<file path="src/rtl/core/mpve_pkg.sv">
`timescale 1ns / 1ps
// ----------------------------------------------------------------------------
// mpve_pkg
// Shared constants, types and helper functions of the meter packet validator
// and field extractor.
// ----------------------------------------------------------------------------
package mpve_pkg;

    // Packet layout
    localparam int BLOCK_BYTES  = 64;
    localparam int PACKET_BYTES = 3 * BLOCK_BYTES;
    localparam int CRC_SPAN     = BLOCK_BYTES - 4;
    localparam int OFF_W        = $clog2(BLOCK_BYTES);
    localparam int POS_W        = $clog2(PACKET_BYTES + 1);
    localparam int BLK_W        = POS_W - OFF_W;

    // Result fields
    localparam int FIELD_COUNT = 14;
    localparam int TEMP_FIELD  = 11;
    localparam int FID_W       = 4;
    localparam int WORD_W      = 32;
    localparam int VALUE_W     = 33;
    localparam int STATUS_W    = 2;

    // Stream widths
    localparam int S_TDATA_W = 8;
    localparam int M_TDATA_W = 40;

    // Job queue depth between front and back
    localparam int QUEUE_DEPTH = 2;
    localparam int QPTR_W      = $clog2(QUEUE_DEPTH);
    localparam int QCNT_W      = $clog2(QUEUE_DEPTH + 1);

    // CRC-16/MODBUS
    localparam logic [15:0] CRC_INIT = 16'hFFFF;
    localparam logic [15:0] CRC_POLY = 16'hA001;

    // Block header text
    localparam logic [7:0] MAGIC_0 = 8'h70; // 'p'
    localparam logic [7:0] MAGIC_1 = 8'h61; // 'a'
    localparam logic [7:0] MAGIC_2 = 8'h63; // 'c'
    localparam logic [7:0] MAGIC_3 = 8'h31; // '1', plus block number

    typedef enum logic [STATUS_W-1:0] {
        ST_OK    = 2'd0,
        ST_SHORT = 2'd1,
        ST_MAGIC = 2'd2,
        ST_CRC   = 2'd3
    } status_t;

    typedef enum logic [1:0] {
        SLOT_NONE  = 2'd0,
        SLOT_FIELD = 2'd1,
        SLOT_TSIGN = 2'd2
    } slot_kind_t;

    typedef struct packed {
        slot_kind_t       kind;
        logic [FID_W-1:0] idx;
    } slot_t;

    // One finished packet handed from front to back
    typedef struct packed {
        status_t                              status;
        logic                                 temp_neg;
        logic [FIELD_COUNT-1:0][WORD_W-1:0]   fields;
    } job_t;

    // Bytewise CRC-16/MODBUS update
    function automatic logic [15:0] crc16_byte(input logic [15:0] crc, input logic [7:0] b);
        logic [15:0] c;
        c = crc ^ {8'h00, b};
        for (int i = 0; i < 8; i++) begin
            if (c[0]) begin
                c = (c >> 1) ^ CRC_POLY;
            end else begin
                c = c >> 1;
            end
        end
        return c;
    endfunction

    // Expected header byte at offset off of block blk
    function automatic logic [7:0] magic_byte(input logic [1:0] off, input logic [BLK_W-1:0] blk);
        logic [7:0] m;
        case (off)
            2'd0:    m = MAGIC_0;
            2'd1:    m = MAGIC_1;
            2'd2:    m = MAGIC_2;
            default: m = MAGIC_3 + 8'(blk);
        endcase
        return m;
    endfunction

    // Destination of the word that starts at packet position start
    function automatic slot_t field_slot(input logic [POS_W-1:0] start);
        slot_t s;
        s.kind = SLOT_FIELD;
        s.idx  = '0;
        case (start)
            POS_W'(4):                s.idx = FID_W'(0);
            POS_W'(8):                s.idx = FID_W'(1);
            POS_W'(12):               s.idx = FID_W'(2);
            POS_W'(48):               s.idx = FID_W'(3);
            POS_W'(52):               s.idx = FID_W'(4);
            POS_W'(56):               s.idx = FID_W'(5);
            POS_W'(BLOCK_BYTES + 4):  s.idx = FID_W'(6);
            POS_W'(BLOCK_BYTES + 8):  s.idx = FID_W'(7);
            POS_W'(BLOCK_BYTES + 12): s.idx = FID_W'(8);
            POS_W'(BLOCK_BYTES + 16): s.idx = FID_W'(9);
            POS_W'(BLOCK_BYTES + 20): s.idx = FID_W'(10);
            POS_W'(BLOCK_BYTES + 24): s.kind = SLOT_TSIGN;
            POS_W'(BLOCK_BYTES + 28): s.idx = FID_W'(11);
            POS_W'(BLOCK_BYTES + 32): s.idx = FID_W'(12);
            POS_W'(BLOCK_BYTES + 36): s.idx = FID_W'(13);
            default:                  s.kind = SLOT_NONE;
        endcase
        return s;
    endfunction

endpackage

</file>
<file path="src/rtl/core/mpve_front.sv">
`timescale 1ns / 1ps
// ----------------------------------------------------------------------------
// mpve_front
// Byte parser: tracks position, checks block headers and CRCs, captures the
// measurement words and posts one job per packet to the queue.
// ----------------------------------------------------------------------------
module mpve_front
    import mpve_pkg::*;
(
    input  logic                 aclk,
    input  logic                 aresetn,
    input  logic                 s_tvalid,
    output logic                 s_tready,
    input  logic [S_TDATA_W-1:0] s_tdata,    // [7:0] data_byte
    input  logic                 s_tlast,
    input  logic                 q_full,
    output logic                 push,
    output job_t                 push_job
);

    logic [POS_W-1:0]  pos_reg,  pos_next;
    logic [15:0]       crc_reg,  crc_next;
    logic [WORD_W-1:0] word_reg, word_next;
    logic              tneg_reg, tneg_next;
    status_t           err_reg,  err_next;
    logic [FIELD_COUNT-1:0][WORD_W-1:0] field_reg;

    logic              accept;
    logic              in_pkt;
    logic [OFF_W-1:0]  off;
    logic [BLK_W-1:0]  blk;
    logic [7:0]        b;
    slot_t             slot;
    logic              field_we;
    logic [POS_W-1:0]  pos_taken;
    logic              tneg_taken;
    status_t           err_taken;

    assign s_tready = !q_full;
    assign accept   = s_tvalid && s_tready;
    assign b        = s_tdata[7:0];
    assign in_pkt   = pos_reg < POS_W'(PACKET_BYTES);
    assign off      = pos_reg[OFF_W-1:0];
    assign blk      = pos_reg[POS_W-1:OFF_W];
    assign slot     = field_slot(pos_reg - POS_W'(3));

    // Process one in-packet byte
    always_comb begin
        pos_taken  = pos_reg;
        crc_next   = crc_reg;
        word_next  = word_reg;
        tneg_taken = tneg_reg;
        err_taken  = err_reg;
        field_we   = 1'b0;
        if (accept && in_pkt) begin
            pos_taken = pos_reg + POS_W'(1);
            word_next = {b, word_reg[WORD_W-1:8]};
            if (off < OFF_W'(4) && b != magic_byte(off[1:0], blk) && err_reg == ST_OK) begin
                err_taken = ST_MAGIC;
            end
            if (off < OFF_W'(CRC_SPAN)) begin
                crc_next = crc16_byte(crc_reg, b);
            end
            if (off[1:0] == 2'd3) begin
                if (slot.kind == SLOT_FIELD) begin
                    field_we = 1'b1;
                end else if (slot.kind == SLOT_TSIGN) begin
                    tneg_taken = (word_next == WORD_W'(1));
                end
            end
            if (off == OFF_W'(BLOCK_BYTES - 1)) begin
                if (word_next[15:0] != crc_reg && err_reg == ST_OK) begin
                    err_taken = ST_CRC;
                end
                crc_next = CRC_INIT;
            end
        end
    end

    // Close the packet on the flagged byte
    always_comb begin
        push              = accept && s_tlast;
        push_job.status   = (pos_taken < POS_W'(PACKET_BYTES)) ? ST_SHORT : err_taken;
        push_job.temp_neg = tneg_taken;
        push_job.fields   = field_reg;
        pos_next          = pos_taken;
        tneg_next         = tneg_taken;
        err_next          = err_taken;
        if (push) begin
            pos_next  = '0;
            tneg_next = 1'b0;
            err_next  = ST_OK;
        end
    end

    // Per-packet control state
    always_ff @(posedge aclk) begin
        if (!aresetn) begin
            pos_reg  <= '0;
            crc_reg  <= CRC_INIT;
            word_reg <= '0;
            tneg_reg <= 1'b0;
            err_reg  <= ST_OK;
        end else begin
            pos_reg  <= pos_next;
            crc_reg  <= (push) ? CRC_INIT : crc_next;
            word_reg <= (push) ? '0 : word_next;
            tneg_reg <= tneg_next;
            err_reg  <= err_next;
        end
    end

    // Capture measurement words
    always_ff @(posedge aclk) begin
        if (field_we) begin
            field_reg[slot.idx] <= word_next;
        end
    end

endmodule

</file>
<file path="src/rtl/core/mpve_queue.sv">
`timescale 1ns / 1ps
// ----------------------------------------------------------------------------
// mpve_queue
// Short job queue between the byte parser and the result emitter.
// ----------------------------------------------------------------------------
module mpve_queue
    import mpve_pkg::*;
(
    input  logic aclk,
    input  logic aresetn,
    input  logic push,
    input  job_t push_job,
    input  logic pop,
    output job_t head_job,
    output logic empty,
    output logic full
);

    job_t              slot_reg [QUEUE_DEPTH];
    logic [QPTR_W-1:0] wr_ptr_reg, wr_ptr_next;
    logic [QPTR_W-1:0] rd_ptr_reg, rd_ptr_next;
    logic [QCNT_W-1:0] count_reg,  count_next;

    assign empty    = count_reg == '0;
    assign full     = count_reg == QCNT_W'(QUEUE_DEPTH);
    assign head_job = slot_reg[rd_ptr_reg];

    // Advance pointers and count
    always_comb begin
        wr_ptr_next = wr_ptr_reg;
        rd_ptr_next = rd_ptr_reg;
        count_next  = count_reg;
        if (push) begin
            wr_ptr_next = (wr_ptr_reg == QPTR_W'(QUEUE_DEPTH - 1)) ? '0 : wr_ptr_reg + QPTR_W'(1);
        end
        if (pop) begin
            rd_ptr_next = (rd_ptr_reg == QPTR_W'(QUEUE_DEPTH - 1)) ? '0 : rd_ptr_reg + QPTR_W'(1);
        end
        if (push && !pop) begin
            count_next = count_reg + QCNT_W'(1);
        end else if (pop && !push) begin
            count_next = count_reg - QCNT_W'(1);
        end
    end

    always_ff @(posedge aclk) begin
        if (!aresetn) begin
            wr_ptr_reg <= '0;
            rd_ptr_reg <= '0;
            count_reg  <= '0;
        end else begin
            wr_ptr_reg <= wr_ptr_next;
            rd_ptr_reg <= rd_ptr_next;
            count_reg  <= count_next;
        end
    end

    // Store the posted job
    always_ff @(posedge aclk) begin
        if (push) begin
            slot_reg[wr_ptr_reg] <= push_job;
        end
    end

endmodule

</file>
<file path="src/rtl/core/mpve_back.sv">
`timescale 1ns / 1ps
// ----------------------------------------------------------------------------
// mpve_back
// Result emitter: walks the head job and drives one result per cycle, while the
// output is not stalled, into the output register, then releases the job.
// ----------------------------------------------------------------------------
module mpve_back
    import mpve_pkg::*;
(
    input  logic                 aclk,
    input  logic                 aresetn,
    input  job_t                 head_job,
    input  logic                 empty,
    output logic                 pop,
    output logic                 m_tvalid,
    input  logic                 m_tready,
    output logic [M_TDATA_W-1:0] m_tdata,    // [1:0] status, [5:2] field_id, [38:6] value
    output logic                 m_tlast
);

    logic [FID_W-1:0]   idx_reg, idx_next;
    logic               valid_reg, valid_next;
    status_t            status_reg;
    logic [FID_W-1:0]   fid_reg;
    logic [VALUE_W-1:0] value_reg;
    logic               last_reg;

    logic               load;
    status_t            res_status;
    logic [FID_W-1:0]   res_fid;
    logic [VALUE_W-1:0] res_value;
    logic               res_last;
    logic [WORD_W-1:0]  word;

    assign load = !empty && (!valid_reg || m_tready);
    assign word = head_job.fields[idx_reg];

    // Form the next result from the head job
    always_comb begin
        if (head_job.status != ST_OK) begin
            res_status = head_job.status;
            res_fid    = '0;
            res_value  = '0;
            res_last   = 1'b1;
        end else begin
            res_status = ST_OK;
            res_fid    = idx_reg;
            res_value  = {1'b0, word};
            if (idx_reg == FID_W'(TEMP_FIELD) && head_job.temp_neg) begin
                res_value = VALUE_W'(0) - {1'b0, word};
            end
            res_last   = idx_reg == FID_W'(FIELD_COUNT - 1);
        end
    end

    // Step the index, release the job after its last result
    always_comb begin
        pop        = load && res_last;
        idx_next   = idx_reg;
        valid_next = valid_reg;
        if (load) begin
            idx_next   = res_last ? '0 : idx_reg + FID_W'(1);
            valid_next = 1'b1;
        end else if (m_tready) begin
            valid_next = 1'b0;
        end
    end

    always_ff @(posedge aclk) begin
        if (!aresetn) begin
            idx_reg   <= '0;
            valid_reg <= 1'b0;
        end else begin
            idx_reg   <= idx_next;
            valid_reg <= valid_next;
        end
    end

    // Output payload register
    always_ff @(posedge aclk) begin
        if (load) begin
            status_reg <= res_status;
            fid_reg    <= res_fid;
            value_reg  <= res_value;
            last_reg   <= res_last;
        end
    end

    assign m_tvalid = valid_reg;
    assign m_tdata  = {1'b0, value_reg, fid_reg, status_reg};
    assign m_tlast  = last_reg;

endmodule

</file>
<file path="src/rtl/core/meter_packet_validate_extract_unit.sv">
`timescale 1ns / 1ps
// ----------------------------------------------------------------------------
// meter_packet_validate_extract_unit
// Validates a decrypted 192-byte meter packet (block headers, CRC-16/MODBUS
// per block) and emits either one error result or its 14 measurement words.
//
//  Channel | Dir | tdata fields (low bit up)                | tlast
//  s_      | in  | data_byte[7:0]                           | end_of_packet
//  m_      | out | status[1:0] field_id[5:2] value[38:6]    | last_result
//
// One input byte is taken every cycle; the parser updates CRC, header check
// and word capture in that cycle. On the flagged byte the packet is posted to
// a two-entry job queue. The emitter sends one result per cycle while the
// output is not stalled: 14 results for a good packet, one for an error.
// Input stalls only while both queue entries hold packets; output stalls
// hold the output register in place. Reset (synchronous, aresetn low)
// clears all control state; no clearing pass is needed.
// ----------------------------------------------------------------------------
module meter_packet_validate_extract_unit
    import mpve_pkg::*;
(
    input  logic                 aclk,
    input  logic                 aresetn,
    input  logic                 s_tvalid,
    output logic                 s_tready,
    input  logic [S_TDATA_W-1:0] s_tdata,    // [7:0] data_byte
    input  logic                 s_tlast,
    output logic                 m_tvalid,
    input  logic                 m_tready,
    output logic [M_TDATA_W-1:0] m_tdata,    // [1:0] status, [5:2] field_id, [38:6] value
    output logic                 m_tlast
);

    logic push;
    logic pop;
    logic q_empty;
    logic q_full;
    job_t push_job;
    job_t head_job;

    mpve_front u_front (
        .aclk     (aclk),
        .aresetn  (aresetn),
        .s_tvalid (s_tvalid),
        .s_tready (s_tready),
        .s_tdata  (s_tdata),
        .s_tlast  (s_tlast),
        .q_full   (q_full),
        .push     (push),
        .push_job (push_job)
    );

    mpve_queue u_queue (
        .aclk     (aclk),
        .aresetn  (aresetn),
        .push     (push),
        .push_job (push_job),
        .pop      (pop),
        .head_job (head_job),
        .empty    (q_empty),
        .full     (q_full)
    );

    mpve_back u_back (
        .aclk     (aclk),
        .aresetn  (aresetn),
        .head_job (head_job),
        .empty    (q_empty),
        .pop      (pop),
        .m_tvalid (m_tvalid),
        .m_tready (m_tready),
        .m_tdata  (m_tdata),
        .m_tlast  (m_tlast)
    );

endmodule
</file>
<file path="config.mk">
export PLATFORM = sky130hd
export DESIGN_NAME = meter_packet_validate_extract_unit
export DESIGN_NICKNAME = d
export VERILOG_FILES = /design/src/rtl/core/mpve_pkg.sv /design/src/rtl/core/mpve_front.sv /design/src/rtl/core/mpve_queue.sv /design/src/rtl/core/mpve_back.sv /design/src/rtl/core/meter_packet_validate_extract_unit.sv
export SDC_FILE = /design/constraint.sdc
export NUM_CORES = 1
export LEC_CHECK = 0
export ABC_CLOCK_PERIOD_IN_PS = 33200
export BUFFER_PORTS_ARGS = -buffer_cell sky130_fd_sc_hd__buf_2
export CAP_MARGIN = 40
export CELL_PAD_IN_SITES_DETAIL_PLACEMENT = 1
export CELL_PAD_IN_SITES_GLOBAL_PLACEMENT = 2
export CORE_MARGIN = 4
export CORE_UTILIZATION = 30
export DETAILED_ROUTE_END_ITERATION = 8
export HOLD_SLACK_MARGIN = 0.12
export PLACE_DENSITY_LB_ADDON = 0.3
export SLEW_MARGIN = 20
export SYNTH_ARGS = -nofsm -noshare
export SYNTH_HDL_FRONTEND = slang
export SYNTH_SLANG_ARGS = --single-unit
</file>
<file path="constraint.sdc">
create_clock -name aclk -period 33.2 [get_ports aclk]
set_input_delay 6.64 -clock aclk [delete_from_list [all_inputs] [get_ports aclk]]
set_output_delay 6.64 -clock aclk [all_outputs]
set_load 0.02 [all_outputs]
</file>
# Word-level counts from Yosys, hierarchy flattened
# Memories as Yosys holds them, arrays and structs flattened. A register that Yosys moved wholly into a read port is not among the register bits.
# Index checks and enable logic that the tools add are counted.
# op_classes
n_addsub	9
magnitude_cmp	7
n_eq_ne	27
n_mux	60
bitwise	11
n_reduce_logical	29
# op_table
operator	n
bitwise mux 448 bit	1
two-way mux 16 bit	24
binary-select mux 32 bit (select 4 bit)	1
demux 32 bit (select 4 bit)	1
two-way mux 32 bit	4
equality test 8 x 7 -> 1 bit, second input constant	9
case mux 4 bit (13 select lines)	1
subtractor 1 x 32 -> 33 bit, first input constant	1
equality test 32 x 1 -> 1 bit, second input constant	1
equality test 8 x 6 -> 1 bit, second input constant	3
inverter 2 -> 3 bit	8
case mux 8 bit (3 select lines)	1
equality test 8 x 4 -> 1 bit, second input constant	2
< comparator 8 bit, second input constant	2
two-way mux 1 bit	16
two-way mux 8 bit	2
inequality test 16 bit	1
bitwise XOR 16 x 8 -> 16 bit	1
two-way mux 2 bit	7
OR reduction 14 bit	1
logical AND 1 bit	12
< comparator 4 x 5 -> 1 bit, second input constant	2
adder 8 x 1 -> 8 bit, second input constant	1
equality test 2 bit, second input constant	4
23 further kinds	37
# word_totals
reg_bits	556
ram_bits	902
in_bits	13
memories	1
# mem_list
name	depth	width	read_ports	rd_ports_with_merged_regs	write_ports	line_no	text
u_queue.slot_reg	2	451	1	1	1	mpve_queue.sv:19	job_t slot_reg [QUEUE_DEPTH];

# Depth between registers and ports, before layout
# logic_depth
depth_word	33
ltp_mapped	15

# By module
# Synthesis repeated with hierarchy kept, for this count alone.
# hier_totals
cells_unflattened	2952
hier_area_um2	56163.9
# by_module_without_submodules
module	instances	cells_per_inst	area_each_um2	seq_area_each_um2
mpve_queue	1	1425	32902.8	27186.1
mpve_front	1	910	16957.5	14634.0
mpve_back	1	617	6303.5	1301.2

# Worst setup path before layout
# No wires, ideal clock.
# synth_path
path_kind	input to register
startpoint	in s_tlast
endpoint	reg u_queue.wr_ptr_reg
setup_ns	0.147
t_arrival_ns	26.777
t_required_ns	33.053
slack_ns	6.276
stages	3
cell_sequence	nand3_1 > nor2_1 > o21a_1
# synth_via
elab_chain_len	1
# synth_lines
item	line_no	text
start: declaration	meter_packet_validate_extract_unit.sv:27	input logic s_tlast,
logical AND 1 bit	mpve_front.sv:82	push = accept && s_tlast;
end signal: assignment	mpve_queue.sv:52	wr_ptr_reg <= wr_ptr_next;
end: declaration	mpve_queue.sv:20	logic [QPTR_W-1:0] wr_ptr_reg, wr_ptr_next;
# Every way passes these cells.
# A chain may end at the register's enable or synchronous reset.

# Worst setup path in the final report
# layout_path
startpoint	in s_tvalid
endpoint	mem u_queue.slot_reg[1][142] (netlist name), enable pin
# layout_via
elab_chain_len	4
# layout_lines
item	line_no	text
start: declaration	meter_packet_validate_extract_unit.sv:24	input logic s_tvalid,
logical AND 1 bit	mpve_front.sv:40	assign accept = s_tvalid && s_tready;
logical AND 1 bit	mpve_front.sv:82	
two-way mux 1 bit	mpve_queue.sv:60	if (push) begin
two-way mux 1 bit (not written as such)	mpve_queue.sv:61	slot_reg[wr_ptr_reg] <= push_job;
end: declaration	mpve_queue.sv:19	
# Every way passes these cells.

==> results by group <==
Run status
  – Result of the run: finished, final reports clean

Flow run
  – Maxcap violations: 0

Synth
  – Count of yosys warnings during synthesis: 0
  – Number of register bits inferred by synthesis: 1459
  – Cell variety after synth: 69
  – Cell type with the largest total area after synthesis: sky130_fd_sc_hd__edfxtp_1
  – Top cell types by occurrence after synthesis: sky130_fd_sc_hd__edfxtp_1 (1390), sky130_fd_sc_hd__mux2i_1 (332), sky130_fd_sc_hd__a22oi_1 (127)
  – Main synth FF type: sky130_fd_sc_hd__edfxtp_1
  – Post-synthesis instance area: 54300 um2
  – Post-synth EDFFs: 1390
  – Post-synthesis net count: 2864
  – Per-instance average area after synthesis: 19.1 um2
  – Mapped Cells: 2844
  – Cell types occupying the most area after synthesis: sky130_fd_sc_hd__edfxtp_1 (77%), sky130_fd_sc_hd__mux2i_1 (6.1%), sky130_fd_sc_hd__mux4_2 (2.6%)
  – Part of the Yosys area used for sequential elements: 79.4%
  – Top-count cell post-synth: sky130_fd_sc_hd__edfxtp_1
  – Proportion of synthesized flip-flops having asynchronous set or reset: 0%
  – Share of the synthesized area in the top cell type: 76.9%

Clocking
  – Post-CTS resize count: 0
  – Maximum clock insertion buffer count: 3
  – Number of hold buffers added after CTS: 0
  – Clock root buffer: sky130_fd_sc_hd__clkbuf_16
  – Post-CTS Setup Inserts: 0
  – CTS Buf Count: 156
  – Clk pin slew, worst setup/hold paths: 60 ps
  – H-tree depth: 4
  – Total number of clock tree sinks: 1459
  – Clock tree from TritonCTS: yes
  – Worst-skew pair later-pin latency: 790 ps

Global route
  – Number of global-route vias before repair: 27782
  – Largest net degree at the start of global routing: 141
  – Initial antenna violation count: 6
  – Met1 GRT Util: 19.3%
  – Global route total overflow: 0
  – Busiest metal layer after global routing: met2
  – Met2 Usage GRT: 24.5%
  – Global routing usage on met3: 2.60%
  – GRT Overall Usage: 14.6%
  – First-pass GRT wire length: 198 mm

Die
  – Effective utilization at floorplan: 30.3%
  – Die Span X: 433 um
  – Number of placed I/O pins: 56
  – Placeable core region: 179000 um2
  – Area enclosed by the die boundary: 188000 um2
  – # rows: 155
  – Die height: 433 um

Pwr
  – Fraction of power spent switching nets: 28.5%
  – Internal portion of total power: 0.00342 W
  – Design Power: 0.00479 W
  – Portion of total power attributed to the clock network: 35.5%
  – Logic pwr share: 19.2%
  – LEAKAGE: 19.5 nW
  – Power per Cell Area: 76.2 nW/um2
  – Sequential cell fraction of total power: 45.3%
  – Total net switching power: 0.00137 W
  – Peak ir drop on the vdd network: 0.0630 mV

STA
  – RSZ-0062 raised after global routing: no
  – Largest clock skew in the final design: 38.3 ps
  – Final number of setup-violating endpoints: 0
  – Worst slew margin relative to its limit: 29.0%
  – Max-slew violation total from the final report: 0
  – Final Critical Period: 9730 ps
  – Worst-margin pin slew: 1070 ps
  – Endpoints failing hold: 0
  – Max Freq: 103 MHz
  – Total negative slack: 0 ps
  – Post-route clock period utilization: 29.3%

Route
  – Residual antenna-violating net count after detailed routing: 0
  – Vias: 26206
  – DRC violation count after routing: 0
  – Final routed wire length divided by cell count: 25.1 um
  – DRT iter0 DRCs: 2048
  – Per-cell via count in the routed design: 4.78
  – 1st-pass router iterations: 5
  – Sum of routed wire length over all layers: 138 mm

Setup path
  – Required time of the critical path: 33640 ps
  – Buffers plus inverters on the worst setup path: 7
  – Critical setup path kind: primary input to flip-flop
  – CP max stage cell: sky130_fd_sc_hd__buf_4
  – Data arrival, critical path: 10160 ps
  – Endpoint type of the worst setup path: flip-flop
  – Maximum cell stage delay along the critical path: 610 ps
  – Most prevalent standard cell on the critical path: sky130_fd_sc_hd__buf_4
  – Critical path cell sequence: buf_2 > nand3_1 > nor2_4 > buf_4 > buf_4 > buf_16 > buf_12 > buf_4 > buf_16
  – Largest delay share family, worst path: buffers and inverters
  – Startpoint Class: primary input
  – Maximum fanout along the worst path: 137

Place
  – Placed wire-length estimate: 80.9 mm
  – Weighted congestion reported at the end of routability-driven placement: 0.700
  – # port buffers: 54

Finish
  – Layout Area Growth over Synthesis: 15.8%
  – Number of flip-flops under the largest register name: 902
  – Fraction of final layout cells sized beyond drive strength 1: 16.4%
  – Final net count: 3022
  – Layout filler cell count: 17806

Hold path
  – Worst min-delay path category: flip-flop to flip-flop
cell families after synthesis:
group | after synthesis | share of synthesized area, %
compound gates | 254 | 3.38
xor+xnor | 89 | 1.44
fa+ha+maj | 7 | 0.161
buf+inv | 153 | 1.65
flops | 1459 | 79.4
mux | 433 | 9.52
other cells | 1 | 0.00691
simple gates | 448 | 4.40
metrics by stage:
stage	cell area, um2	utilization [%]	setup slack, ps	hold WS [ps]	std cells
6_report	62800	35.1	23470	414	5481
5_1_grt	62800	35.1	23200	428	5480
4_1_cts	62800	35.0	23390	411	5476
3_5_place_dp	57800	32.2	22530	430	5196
3_3_place_gp	57400	32.0	22230	422	5179
2_1_floorplan	54300	-	6280	421	2844
metal layers:
metal  vias up  part of all wire [%]
met4         2                   2.6
met1     13874                    44
met3       180                   4.0
met5         -                 0.012
met2       518                    49
li1      11632                     -
final cells by class:
cell class | instances | area (um2) | area share (%)
clock inverters | 82 | 788 | 1.25
diodes | 2 | 5.00 | 0.00796
repair buffers | 132 | 1260 | 2.01
clock buffers | 198 | 4210 | 6.69
inverters | 21 | 78.8 | 0.125
flip-flops and latches | 1459 | 43100 | 68.6
well taps | 2355 | 2950 | 4.69
multi-input cells | 1232 | 10400 | 16.6
power by group through the flow:
| stage | combinational, W | clock [W] | sequential, W |
|---|---|---|---|
| floorplan | 0.000588 | 0 | 0.00228 |
| global placement | 0.000923 | 0 | 0.00221 |
| detailed placement | 0.000942 | 0 | 0.00221 |
| CTS | 0.000944 | 0.00175 | 0.00217 |
| global route | 0.000994 | 0.00183 | 0.00218 |
| finish | 0.000919 | 0.00170 | 0.00217 |
final timing paths:
check / to / start / cells after the start / slack, ps
worst max-delay path: u_queue.slot_reg[1][142]$_DFFE_PP_ / s_tvalid / 9 / 23470
worst min-delay path: u_queue.slot_reg[0][129]$_DFFE_PP_ / u_front.push_job[129]$_DFFE_PP_ / 0 / 410
worst max register to register: u_back.value_reg[30]$_SDFFCE_PP0P_ / u_back.idx_reg[0]$_SDFFE_PN0P_ / 14 / 27470
worst min register to register: u_queue.slot_reg[0][129]$_DFFE_PP_ / u_front.push_job[129]$_DFFE_PP_ / 0 / 410
cells in the final DEF (no fill, tap or decap), types with 56 or more instances in the layout:
master                      Yosys  layout
sky130_fd_sc_hd__edfxtp_1    1390    1390
sky130_fd_sc_hd__mux2i_1      332     332
sky130_fd_sc_hd__clkbuf_16      0     159
sky130_fd_sc_hd__a22oi_1      127     127
sky130_fd_sc_hd__nand3_1       95      95
sky130_fd_sc_hd__nand2_1       88      88
sky130_fd_sc_hd__nor2_1        99      81
sky130_fd_sc_hd__dfxtp_1       69      66
sky130_fd_sc_hd__mux4_2        63      63
sky130_fd_sc_hd__xnor2_1       56      56
worst register-to-register path, stage by stage (launching register included):
cell	delay, ps
sky130_fd_sc_hd__dfxtp_4	400
sky130_fd_sc_hd__buf_4	370
sky130_fd_sc_hd__buf_4	610
sky130_fd_sc_hd__and2_4	630
sky130_fd_sc_hd__buf_12	480
sky130_fd_sc_hd__a22oi_1	240
sky130_fd_sc_hd__nand3_1	150
sky130_fd_sc_hd__nand4_1	610
sky130_fd_sc_hd__inv_1	260
sky130_fd_sc_hd__ha_1	470
sky130_fd_sc_hd__nand4_2	130
sky130_fd_sc_hd__buf_4	260
sky130_fd_sc_hd__o41ai_2	450
sky130_fd_sc_hd__xnor2_1	320
sky130_fd_sc_hd__nor2_1	70
(Power assumes the default switching activity.)
